===== config.mk =====
export PLATFORM = sky130hd
export DESIGN_NAME = supply_voltage_trim_loop_unit
export DESIGN_NICKNAME = d
export VERILOG_FILES = /design/src/rtl/svtl_pkg.sv /design/src/rtl/supply_voltage_trim_loop_unit.sv
export SDC_FILE = /design/constraint.sdc
export NUM_CORES = 1
export LEC_CHECK = 0
export ABC_CLOCK_PERIOD_IN_PS = 11400
export BUFFER_PORTS_ARGS = -buffer_cell sky130_fd_sc_hd__clkbuf_2
export CAP_MARGIN = 25
export CELL_PAD_IN_SITES_DETAIL_PLACEMENT = 0
export CELL_PAD_IN_SITES_GLOBAL_PLACEMENT = 1
export CORE_UTILIZATION = 53
export CTS_CLUSTER_DIAMETER = 40
export DETAILED_ROUTE_END_ITERATION = 8
export GPL_ROUTABILITY_DRIVEN = 0
export PLACE_DENSITY_LB_ADDON = 0.08
export RECOVER_POWER = 50
export SLEW_MARGIN = 20
export SYNTH_ARGS = -nofsm -noshare
export SYNTH_HDL_FRONTEND = slang
export SYNTH_SLANG_ARGS = --single-unit

===== constraint.sdc =====
create_clock -name clock -period 11.4 [get_ports clock]
set_input_delay 1.14 -clock clock [delete_from_list [all_inputs] [get_ports clock]]
set_output_delay 1.14 -clock clock [all_outputs]
set_load 0.02 [all_outputs]

===== src/rtl/svtl_pkg.sv =====
// ----------------------------------------------------------------------------
// svtl_pkg - supply voltage trim loop shared definitions
// Field widths, loop constants, register indexes and the DAC remap function.
// ----------------------------------------------------------------------------
package svtl_pkg;

   // item kinds
   localparam logic KIND_SET  = 1'b0;
   localparam logic KIND_TICK = 1'b1;

   // configuration register indexes
   localparam int  CsrIdxW = 2;
   localparam int  CsrDataW = 8;
   localparam logic [CsrIdxW-1:0] CSR_BAND  = 2'd0;
   localparam logic [CsrIdxW-1:0] CSR_DELAY = 2'd1;

   localparam int NumModulesDef = 2;

   localparam int SetW   = 16;
   localparam int MeasW  = 15;
   localparam int TgtW   = 12;
   localparam int CodeW  = 8;
   localparam int BandW  = 8;
   localparam int DelayW = 4;

   localparam int ReqDataW = 40;
   localparam int RspDataW = 24;

   localparam logic [SetW-1:0]   MvMin       = 16'd1220;
   localparam logic [SetW-1:0]   MvMax       = 16'd4020;
   localparam logic [CodeW-1:0]  CodeUpLimit = 8'd254;
   localparam logic [CodeW-1:0]  CodeDnLimit = 8'd1;
   localparam logic [CodeW-1:0]  DacMid      = 8'd128;
   localparam logic [BandW-1:0]  BandReset   = 8'd30;
   localparam logic [DelayW-1:0] DelayReset  = 4'd3;

   // code = delta*255/2800 as (delta*CodeRecip) >> CodeShift, exact for delta <= 2800
   localparam int CodeShift = 23;
   localparam int RecipW    = 20;
   localparam logic [RecipW-1:0] CodeRecip = 20'd763963;
   localparam int ProdW     = TgtW + RecipW;

   // step s goes out as s-128 at or above mid scale, else as 255-s
   function automatic logic [CodeW-1:0] dac_remap(input logic [CodeW-1:0] s);
      dac_remap = (s >= DacMid) ? (s - DacMid) : ~s;
   endfunction

endpackage


===== src/rtl/supply_voltage_trim_loop_unit.sv =====
// ----------------------------------------------------------------------------
// supply_voltage_trim_loop_unit - per-module output voltage trim loop
// Set beats load a target and initial trim code, tick beats step the code
// toward the measured target and issue remapped DAC bytes.
// ----------------------------------------------------------------------------
//  channel | dir | handshake           | payload
//  req     | in  | req_tvalid/tready   | tuser kind, tdata item fields
//  rsp     | out | rsp_tvalid/tready   | tdata result fields
//  csr     | in  | csr_valid/ready     | csr_index, csr_data
//
// One beat per cycle sustained while rsp is not stalled; a request beat passes
// through the input register, then the result register where module state is
// updated, before its result is offered. Reset (synchronous, active high)
// clears valid flags and module state; delays and config load reset values.
// A stalled rsp holds the result register; req backs up only when both the
// input and result registers are full. csr is always ready.
module supply_voltage_trim_loop_unit #(
   parameter int NUM_MODULES = svtl_pkg::NumModulesDef
) (
   input  logic                          clock,
   input  logic                          reset,
   input  logic                          req_tvalid,
   output logic                          req_tready,
   input  logic                          req_tuser,   // kind
   // [0] module_req, [16:1] set_mv, [31:17] measured_mv, [32] dac_write_ok
   input  logic [svtl_pkg::ReqDataW-1:0] req_tdata,
   output logic                          rsp_tvalid,
   input  logic                          rsp_tready,
   // [0] dac_write, [8:1] dac_byte, [9] supply_enable, [10] regulated,
   // [18:11] trim_code
   output logic [svtl_pkg::RspDataW-1:0] rsp_tdata,
   input  logic                          csr_valid,
   output logic                          csr_ready,
   input  logic [svtl_pkg::CsrIdxW-1:0]  csr_index,
   input  logic [svtl_pkg::CsrDataW-1:0] csr_data
);
   import svtl_pkg::*;

   localparam int IdxW = (NUM_MODULES > 1) ? $clog2(NUM_MODULES) : 1;

   // configuration
   logic [BandW-1:0]  band_ff;
   logic [DelayW-1:0] start_dly_ff;

   // input register
   logic             s1_valid_ff;
   logic             s1_kind_ff;
   logic             s1_mod_ff;
   logic [SetW-1:0]  s1_set_ff;
   logic [MeasW-1:0] s1_meas_ff;
   logic             s1_ok_ff;

   // module state
   logic              on_ff   [NUM_MODULES];
   logic [CodeW-1:0]  code_ff [NUM_MODULES];
   logic [TgtW-1:0]   tgt_ff  [NUM_MODULES];
   logic              good_ff [NUM_MODULES];
   logic [DelayW-1:0] dly_ff  [NUM_MODULES];
   logic              en_ff;

   // result register
   logic                rsp_valid_ff;
   logic [RspDataW-1:0] rsp_data_ff;

   logic move;
   logic in_range;
   logic [IdxW-1:0] idx;

   logic              on_cur, good_cur;
   logic [CodeW-1:0]  code_cur;
   logic [TgtW-1:0]   tgt_cur;
   logic [DelayW-1:0] dly_cur;

   logic              on_in, good_in, en_in, wr;
   logic [CodeW-1:0]  code_in, step, dac_byte;
   logic [TgtW-1:0]   tgt_in;
   logic [DelayW-1:0] dly_in;

   logic [SetW-1:0]  set_clamp;
   logic [TgtW-1:0]  delta;
   logic [ProdW-1:0] prod;
   logic [MeasW-1:0] meas_hi;
   logic [RspDataW-1:0] rsp_data_in;

   assign move       = s1_valid_ff && (!rsp_valid_ff || rsp_tready);
   assign req_tready = !s1_valid_ff || move;
   assign csr_ready  = 1'b1;
   assign rsp_tvalid = rsp_valid_ff;
   assign rsp_tdata  = rsp_data_ff;

   assign in_range = 32'(s1_mod_ff) < NUM_MODULES;
   assign idx      = IdxW'(s1_mod_ff);

   always_ff @(posedge clock) begin
      if (reset) begin
         band_ff      <= BandReset;
         start_dly_ff <= DelayReset;
      end else if (csr_valid) begin
         if (csr_index == CSR_BAND) begin
            band_ff <= csr_data;
         end else if (csr_index == CSR_DELAY) begin
            start_dly_ff <= csr_data[DelayW-1:0];
         end
      end
   end

   always_ff @(posedge clock) begin
      if (reset) begin
         s1_valid_ff <= 1'b0;
      end else if (req_tready) begin
         s1_valid_ff <= req_tvalid;
      end
      if (req_tvalid && req_tready) begin
         s1_kind_ff <= req_tuser;
         s1_mod_ff  <= req_tdata[0];
         s1_set_ff  <= req_tdata[16:1];
         s1_meas_ff <= req_tdata[31:17];
         s1_ok_ff   <= req_tdata[32];
      end
   end

   always_comb begin
      if (in_range) begin
         on_cur   = on_ff[idx];
         good_cur = good_ff[idx];
         code_cur = code_ff[idx];
         tgt_cur  = tgt_ff[idx];
         dly_cur  = dly_ff[idx];
      end else begin
         on_cur   = 1'b0;
         good_cur = 1'b0;
         code_cur = '0;
         tgt_cur  = '0;
         dly_cur  = '0;
      end
   end

   // initial trim code from the clamped target
   assign set_clamp = (s1_set_ff > MvMax) ? MvMax : s1_set_ff;
   assign delta     = TgtW'(set_clamp - MvMin);
   assign prod      = ProdW'(delta) * ProdW'(CodeRecip);
   assign meas_hi   = MeasW'(tgt_cur) + MeasW'(band_ff);

   always_comb begin
      on_in   = on_cur;
      good_in = good_cur;
      code_in = code_cur;
      tgt_in  = tgt_cur;
      dly_in  = dly_cur;
      en_in   = en_ff;
      wr      = 1'b0;
      step    = '0;
      if (s1_kind_ff == KIND_SET) begin
         if (s1_set_ff < MvMin) begin
            en_in   = 1'b0;
            on_in   = 1'b0;
            code_in = '0;
            tgt_in  = '0;
            good_in = 1'b0;
            dly_in  = start_dly_ff;
         end else begin
            on_in   = 1'b1;
            tgt_in  = TgtW'(set_clamp);
            code_in = prod[CodeShift +: CodeW];
         end
      end else if (!on_cur) begin
         good_in = 1'b0;
      end else if (dly_cur != '0) begin
         dly_in = dly_cur - DelayW'(1);
         if (dly_cur == DelayW'(1)) begin
            en_in = 1'b1;
         end
      end else begin
         priority if (s1_meas_ff < MeasW'(tgt_cur)) begin
            if (code_cur < CodeUpLimit) begin
               step = code_cur + CodeW'(1);
               wr   = 1'b1;
            end
         end else if (s1_meas_ff > meas_hi) begin
            if (code_cur > CodeDnLimit) begin
               step = code_cur - CodeW'(1);
               wr   = 1'b1;
            end
         end else begin
            good_in = 1'b1;
         end
         if (wr && s1_ok_ff) begin
            code_in = step;
         end
      end
   end

   assign dac_byte = wr ? dac_remap(step) : '0;

   always_comb begin
      rsp_data_in = '0;
      if (in_range) begin
         rsp_data_in[0]     = wr;
         rsp_data_in[8:1]   = dac_byte;
         rsp_data_in[9]     = en_in;
         rsp_data_in[10]    = good_in;
         rsp_data_in[18:11] = code_in;
      end else begin
         rsp_data_in[9] = en_ff;
      end
   end

   always_ff @(posedge clock) begin
      if (reset) begin
         for (int i = 0; i < NUM_MODULES; i++) begin
            on_ff[i]   <= 1'b0;
            code_ff[i] <= '0;
            tgt_ff[i]  <= '0;
            good_ff[i] <= 1'b0;
            dly_ff[i]  <= DelayReset;
         end
         en_ff <= 1'b0;
      end else if (move && in_range) begin
         on_ff[idx]   <= on_in;
         code_ff[idx] <= code_in;
         tgt_ff[idx]  <= tgt_in;
         good_ff[idx] <= good_in;
         dly_ff[idx]  <= dly_in;
         en_ff        <= en_in;
      end
   end

   always_ff @(posedge clock) begin
      if (reset) begin
         rsp_valid_ff <= 1'b0;
      end else if (move) begin
         rsp_valid_ff <= 1'b1;
      end else if (rsp_tready) begin
         rsp_valid_ff <= 1'b0;
      end
      if (move) begin
         rsp_data_ff <= rsp_data_in;
      end
   end

endmodule


==> results.sh <==
export IMPL_status="completed"
export IMPL_placed_cell_area_um2=11500
export IMPL_syn_cell_area_um2=10900
export IMPL_io_buffers=69
export IMPL_postCtsSetupRepairBufs=0
export IMPL_ctsResizeCount=0
export IMPL_synth_edf_count=105
export IMPL_htreeDepth=4
export IMPL_min_from="start_dly_ff[0]"
export IMPL_p_seq_share_pct=33.3
export IMPL_internal_power_mw=1.04
export IMPL_yosysWarnings=0
export IMPL_ir_drop_mv=0.106
export IMPL_clkTransAtPathRegs_ns=0.06
export IMPL_power_frac_clock_pct=32.1
export IMPL_cts_buffers=17
export IMPL_grt_usage_pct=25.3
export IMPL_grt_max_degree=46
export IMPL_detail_route_wl_per_cell_um=17.9
export IMPL_critPathMaxFanout=14
export IMPL_cpPeakStageDelay_ns=0.70
export IMPL_p_per_area_nw_per_um2=133
export IMPL_cp_start_kind="flop"
export IMPL_ys_types=85
export IMPL_chipWidth_um=145
export IMPL_power_frac_comb_pct=34.6
export IMPL_drt_iter0_drc=489
export IMPL_worst_path_most_repeated_cell="fa_1"
export IMPL_grt_overflow_total=0
export IMPL_worstSkewPairLatency_ns=0.42
export IMPL_crit_reg2reg_launch="s1_set_ff[14]"
export IMPL_gr_usage_met2_pct=41.8
export IMPL_fin_nets=1396
export IMPL_coreArea_um2=19800
export IMPL_clock_skew_ns=0.0117
export IMPL_postRouteAntennaNets=0
export IMPL_vias=8084
export IMPL_clkSinkCount=121
export IMPL_cpLargestDelayFamily="adder cells"
export IMPL_worstSetupPathType="reg2reg"
export IMPL_antenna_cells=0
export IMPL_post_place_cells=1387
export IMPL_ys_seq_elements=121
export IMPL_grt_pass1_wl_mm=41.4
export IMPL_vias_per_cell=5.70
export IMPL_met3_usage_pct=3.77
export IMPL_crit_start="s1_set_ff[14]"
export IMPL_cts_root_buf="clkbuf_16"
export IMPL_slew_headroom_pct=8.30
export IMPL_gr_usage_met1_pct=34.3
export IMPL_r2r_setup_slack_ns=2.68
export IMPL_setup_viol=0
export IMPL_synth_ff_type="edfxtp_1"
export IMPL_switching_share_pct=34.7
export IMPL_cp_depth=26
export IMPL_ctsHoldBuffers=0
export IMPL_syn_area_per_cell_um2=10.1
export IMPL_rsz0062_at_grt="no"
export IMPL_first_global_vias=8034
export IMPL_clk_path_buf_depth=2
export IMPL_slowest_stage="nor4_1"
export IMPL_hold_ws_ns=0.500
export IMPL_rows=51
export IMPL_slew_violations=0
export IMPL_antenna_found_initial=0
export IMPL_layout_commonest_cell="inv_1"
export IMPL_hold_depth=1
export IMPL_critPathRequiredTime_ns=11.52
export IMPL_end_kind="flop"
export IMPL_fmax_mhz=115
export IMPL_leakagePower_nw=5.42
export IMPL_switching_power_mw=0.552
export IMPL_syn2layout_area_growth_pct=10.1
export IMPL_finalCritPeriodShare_pct=76.5
export IMPL_finalCriticalPeriod_ns=8.72
export IMPL_cp_arrival_ns=8.84
export IMPL_min_path_type="reg2reg"
export IMPL_total_power_mw=1.59
export IMPL_setup_tns_final_ns=0
export IMPL_rr_worst_depth=26
export IMPL_final_cell_mix="inv_1, ha_1, edfxtp_1, nor2_1, fa_1"
export IMPL_worst_slew_pin_slew_ns=1.38
export IMPL_final_hold_violation_count=0
export IMPL_path_buf_inv=3
export IMPL_firstDrtPassIters=5
export IMPL_die_area_um2=21100
export IMPL_netlist_instances=1070
export IMPL_drive_gt1_share_pct=11.1
export IMPL_dp_hpwl_mm=20.0
export IMPL_fin_cells=1419
export IMPL_io_pins=83
export IMPL_die_y_um=145
export IMPL_drc=0
export IMPL_start_util_pct=54.9
export IMPL_ys_seq_area_share_pct=32.0
export IMPL_max_cap_violations=0
export IMPL_cts_tree="built"
export IMPL_busiest_layer="met2"
export IMPL_stdcell_area_um2=12000
export IMPL_async_flop_share_pct=0
export IMPL_wl_mm=25.4
[metal layers]
layer / up-vias / share of wire [%] / wire, µm
met1: 3939 / 47 / 11900
met5: - / 0 / 0
met3: 33 / 3.9 / 982
li1: 3920 / - / -
met4: 0 / 1.6 / 396
met2: 192 / 48 / 12100
[power by group through the flow]
stage / clock network (mW) / registers, mW / logic [mW]
after global routing: 0.536 / 0.532 / 0.626
after floorplan: 0 / 0.543 / 0.409
after detailed placement: 0 / 0.538 / 0.549
final: 0.510 / 0.529 / 0.551
after global placement: 0 / 0.537 / 0.543
after CTS: 0.516 / 0.529 / 0.554
[Yosys cell counts (15+ instances only)]
| cell | count | area share, % |
|---|---|---|
| a21o_1 | 16 | 1.1 |
| mux2_2 | 15 | 1.6 |
| edfxtp_1 | 105 | 29 |
| inv_1 | 175 | 6.0 |
| xnor2_1 | 20 | 1.6 |
| a21oi_1 | 37 | 1.7 |
| clkbuf_1 | 15 | 0.52 |
| ha_1 | 129 | 15 |
| nand2_1 | 53 | 1.8 |
| nor3_1 | 23 | 1.1 |
| dfxtp_1 | 16 | 3.0 |
| o21ai_0 | 31 | 1.4 |
| fa_1 | 70 | 13 |
| nor2_1 | 70 | 2.4 |
| nand3_1 | 26 | 1.2 |
| mux2i_1 | 29 | 2.7 |
[sequential cells by signal, indices dropped and copies added, names as in the netlist, 2 cells and up, named ones only]
name          cells
dly_ff            8
s1_set_ff        16
good_ff           2
on_ff             2
band_ff           8
start_dly_ff      4
rsp_tdata        19
s1_meas_ff       15
code_ff          16
tgt_ff           24
[path summary, 6_finish.rpt]
check                         end
setup / recovery    code_ff[0][7]
hold / removal    start_dly_ff[0]
setup reg to reg    code_ff[0][7]
hold reg to reg   start_dly_ff[0]
[through the flow]
stage	worst slack (ns)	util, %
floorplan	4.42	-
global placement	2.77	57.9
detailed placement	2.66	58.0
CTS	2.62	60.8
global route	1.96	60.4
finish	2.68	60.4
[cell families (layout without fill, tap and decap cells)]
kind of cell | Yosys count | in the layout | synth area share (%)
AOI/OAI and AO/OA | 202 | 202 | 13.3
muxes | 45 | 45 | 4.36
DFF | 121 | 121 | 32.0
xor gates and xnor gates | 26 | 26 | 2.10
buffers and inverters | 207 | 287 | 7.79
adders and majority gates | 199 | 199 | 27.8
and+or+nand+nor | 268 | 268 | 12.7
other | 2 | 6 | 0.0692
[final cells by class]
type / instances / area [µm²]
Fill cell: 1760 / 7830
Multi-Input combinational cell: 746 / 6550
Sequential cell: 121 / 3470
Inverter: 175 / 657
Clock buffer: 18 / 429
Timing Repair Buffer: 80 / 388
Tap cell: 265 / 332
Clock inverter: 14 / 123
(Power assumes the default switching activity.)
